===== src/hw/rtl/nfpm_ram.sv =====
// Generic simple dual-port RAM with registered read.
module nfpm_ram #(
    parameter int WIDTH = 32,
    parameter int DEPTH = 64,
    localparam int AW = (DEPTH > 1) ? $clog2(DEPTH) : 1
) (
    input  logic             i_clk,
    input  logic             i_we,
    input  logic [AW-1:0]    i_waddr,
    input  logic [WIDTH-1:0] i_wdata,
    input  logic [AW-1:0]    i_raddr,
    output logic [WIDTH-1:0] o_rdata
);

    logic [WIDTH-1:0] r_mem [DEPTH];
    logic [WIDTH-1:0] r_rdata;

    always_ff @(posedge i_clk) begin
        if (i_we) begin
            r_mem[i_waddr] <= i_wdata;
        end
        r_rdata <= r_mem[i_raddr];
    end

    assign o_rdata = r_rdata;

endmodule


===== config.mk =====
export PLATFORM = sky130hd
export DESIGN_NAME = nfpm_ram
export DESIGN_NICKNAME = d
export VERILOG_FILES = /design/src/hw/rtl/nfpm_ram.sv
export SDC_FILE = /design/constraint.sdc
export NUM_CORES = 2
export LEC_CHECK = 0
export BUFFER_PORTS_ARGS = -buffer_cell sky130_fd_sc_hd__buf_2
export CAP_MARGIN = 40
export CORE_MARGIN = 4
export CORE_UTILIZATION = 50
export DETAILED_ROUTE_END_ITERATION = 8
export HOLD_SLACK_MARGIN = 0.06
export PLACE_DENSITY = 0.65
export SYNTH_ARGS = -nofsm -noshare
export SYNTH_HDL_FRONTEND = slang
export SYNTH_SLANG_ARGS = --single-unit

===== constraint.sdc =====
create_clock -name i_clk -period 3.76 [get_ports i_clk]
set_input_delay 0 -clock i_clk [delete_from_list [all_inputs] [get_ports i_clk]]
set_output_delay 0 -clock i_clk [all_outputs]
set_load 0.02 [all_outputs]

==> metrics <==
Row Count 145; area leader, netlist edfxtp_1; drt total wl 201000 um; Critical Path RT 4.42 ns; Pleak 28.4 nW; syn_nets 3370; router iterations before antenna repair 6; M1 wire length 82500 um; status completed; final-report hold violation count 0; Final setup viols 0; CTS sink count 2080; worst slack at placement 0.630 ns; met3 WL 17100 um; first-pass GRT wire length 285000 um; worst ir drop on vdd 0.000488 V; die width 404 um; flops & latches, synth 2080; Setup crit end kind flip-flop; final core occ 0.579; layout cells sized above 1 0.314; area grow syn2layout 15.1%; Vias 37900; postcts setup bufs 0; critical path class in -> reg; TritonCTS clock tree yes; drt drc 0; critical path arrival 3.36 ns; Fillers 11000; largest net degree at the start of global routing 87; CTS Buffer Depth 3; clock-pin transition on the worst setup and hold timing paths 0.06 ns; crit-path max FO 57; RSZ-0062 raised after global routing no; Worst-Margin Slew 1.07 ns; root buffer cell clkbuf_16; Setup crit start kind input port; vias in the first global route 37700; syn avg cell area 23.6 um^2; Seq/Total Area, Yosys 0.791; unique cell type count in the Yosys netlist 34; H-tree depth 4; max cap viols 0; clk_lat worst skew 0.82 ns; CTS resizes 0; initial drt markers 5743; CP max-delay cell dlygate4sd3_1; power per standard cell area 530 mW/mm^2; GRT Resource Usage Total 0.248; worst min path class in -> reg; r2r setup slk 1.55 ns; gr ovfl total 0; initial antenna violation count 11; Mapped Cells 3324; Critical Path Max Stage Delay 0.57 ns; top cells by area, synth edfxtp_1 (78%), mux4_2 (16%), mux2i_1 (1.2%); final RePlAce weighted congestion 0.777; critical path, cell by cell dlygate4sd3_1 > buf_8 > buf_12 > buf_4 > mux4_2 > mux4_2 > o22ai_1 > nor2_1; setup ws final 1.07 ns; port buffer count 77; most used cell, CP mux4_2; clk_skew 0.0186 ns; Final ANT Viol Nets 0; initial core utilization 0.503; Synth Warn # 0; Final nets 3729; vias per cell 6.39; WL met2 96200 um; TritonCTS buffer count 202; Slew Limit Headroom 0.284; Final Max Slew Viols 0; Top Ports 78; Final period util 0.716; die height 404 um; top sig layer met5; share of the synthesized area in the top cell type 0.783; Cell Area, Synth 0.0785 mm^2; post-DP HPWL 110000 um; f_max 0.372 GHz; Setup TNS 0 ns; routed wire length per instance 33.9 um; core area 0.156 mm^2; die area 0.163 mm^2; fin crit period 2.69 ns
## metal layers
layer  vias up  global-route usage
met5         -                   0
met4         4              0.0637
met3       292              0.0414
met2      2039               0.387
met1     20500               0.371
li1      15000                   -
## cells in the final DEF, fill, tap and decap left out, drive strengths merged
| cell type | n |
|---|---|
| a21oi | 62 |
| a22oi | 12 |
| a311oi | 8 |
| a31oi | 1 |
| a41o | 4 |
| and2 | 2 |
| and3 | 4 |
| buf | 293 |
| bufinv | 8 |
| clkbuf | 282 |
| clkinv | 76 |
| clkinvlp | 8 |
| dfxtp | 32 |
| diode | 6 |
| dlygate4sd3 | 44 |
| edfxtp | 2048 |
| inv | 5 |
| mux2i | 93 |
| mux4 | 544 |
| nand2 | 26 |
| nand2b | 8 |
| nand3 | 5 |
| nand3b | 5 |
| nand4 | 2 |
| nand4b | 1 |
| nor2 | 137 |
| nor2b | 15 |
| nor3 | 7 |
| o221ai | 27 |
| o22ai | 84 |
| o32ai | 4 |
| or2 | 3 |
| or3 | 3 |
| or3b | 5 |
## worst paths after layout
kind,depth (start not counted),from,end
worst max register to register,4,r_mem[27][29],o_rdata[29]
worst min-delay path,2,i_wdata[23],r_mem[39][23]
worst min register to register,4,r_mem[12][4],o_rdata[4]
worst max-delay path,8,i_raddr[1],o_rdata[29]
## area by class of cell
cell class	count	area, um^2	share of cell area
clock buffer	282	5710	0.0632
clock inverter	97	737	0.00815
sequential	2080	62100	0.687
timing repair buffer	337	3260	0.0361
tap	2058	2570	0.0285
multi-input combinational	1062	16000	0.177
antenna	6	15.0	0.000166
## repair_timing
item / CTS / global route
setup endpoints to repair: 0 / 0
hold endpoints to repair: 2224 / 0
hold buffers: 44 / 0
## Yosys cell counts
cell type	count
or3_1	3
or2_0	1
a21oi_1	62
or3b_1	2
or3b_2	3
buf_4	25
o32ai_1	4
nand3b_1	5
nand3_1	5
buf_6	5
dfxtp_1	32
buf_2	57
nand4_1	2
nor3_1	7
or2_2	1
mux4_2	544
and2_1	2
a41o_1	4
nor2b_1	15
or2_1	1
clkbuf_1	74
o221ai_1	27
o22ai_1	84
a31oi_1	1
a311oi_1	8
nand2_1	26
edfxtp_1	2048
nand4b_1	1
a22oi_1	12
mux2i_1	93
nor2_1	137
buf_1	21
nand2b_1	8
and3_1	4
## where the power goes
part / switching [mW] / internal [mW] / leakage [nW]
clock network: 8.46 / 11.1 / 3.17
logic: 1.50 / 0.993 / 6.51
registers: 0.122 / 25.7 / 18.7
## per-stage QoR
step | power [mW] | hold slack (ns) | cells | cell area, um^2
final | 47.9 | 0.122 | 5922 | 90400
after floorplan | 27.5 | 0.0989 | 3324 | 78500
after global placement | 28.6 | 0.433 | 5457 | 82800
after CTS | 48.2 | 0.0741 | 5916 | 90400
after global routing | 49.3 | 0.110 | 5916 | 90400
after detailed placement | 28.8 | 0.335 | 5493 | 83500
## worst max-delay path: cells and delay by family
kind / cells / cell delay, ns
AO/OA/AOI/OAI: 1 / 0.54
buffers and inverters: 4 / 1.74
AND/OR/NAND/NOR: 1 / 0.16
multiplexers: 2 / 0.84
## flip-flops by register name, summed over array words and instances (netlist names)
register	flops
o_rdata	32
r_mem	2048
## logic make-up (layout without fill, tap and decap cells)
logic type	after synthesis	count (layout)	synth area share
muxes	637	637	0.168
DFF	2080	2080	0.791
AOI/OAI and AO/OA	202	202	0.0167
and+or+nand+nor	223	223	0.0127
other	0	6	0
buffers and inverters	182	716	0.0113
(Power assumes the default switching activity.)
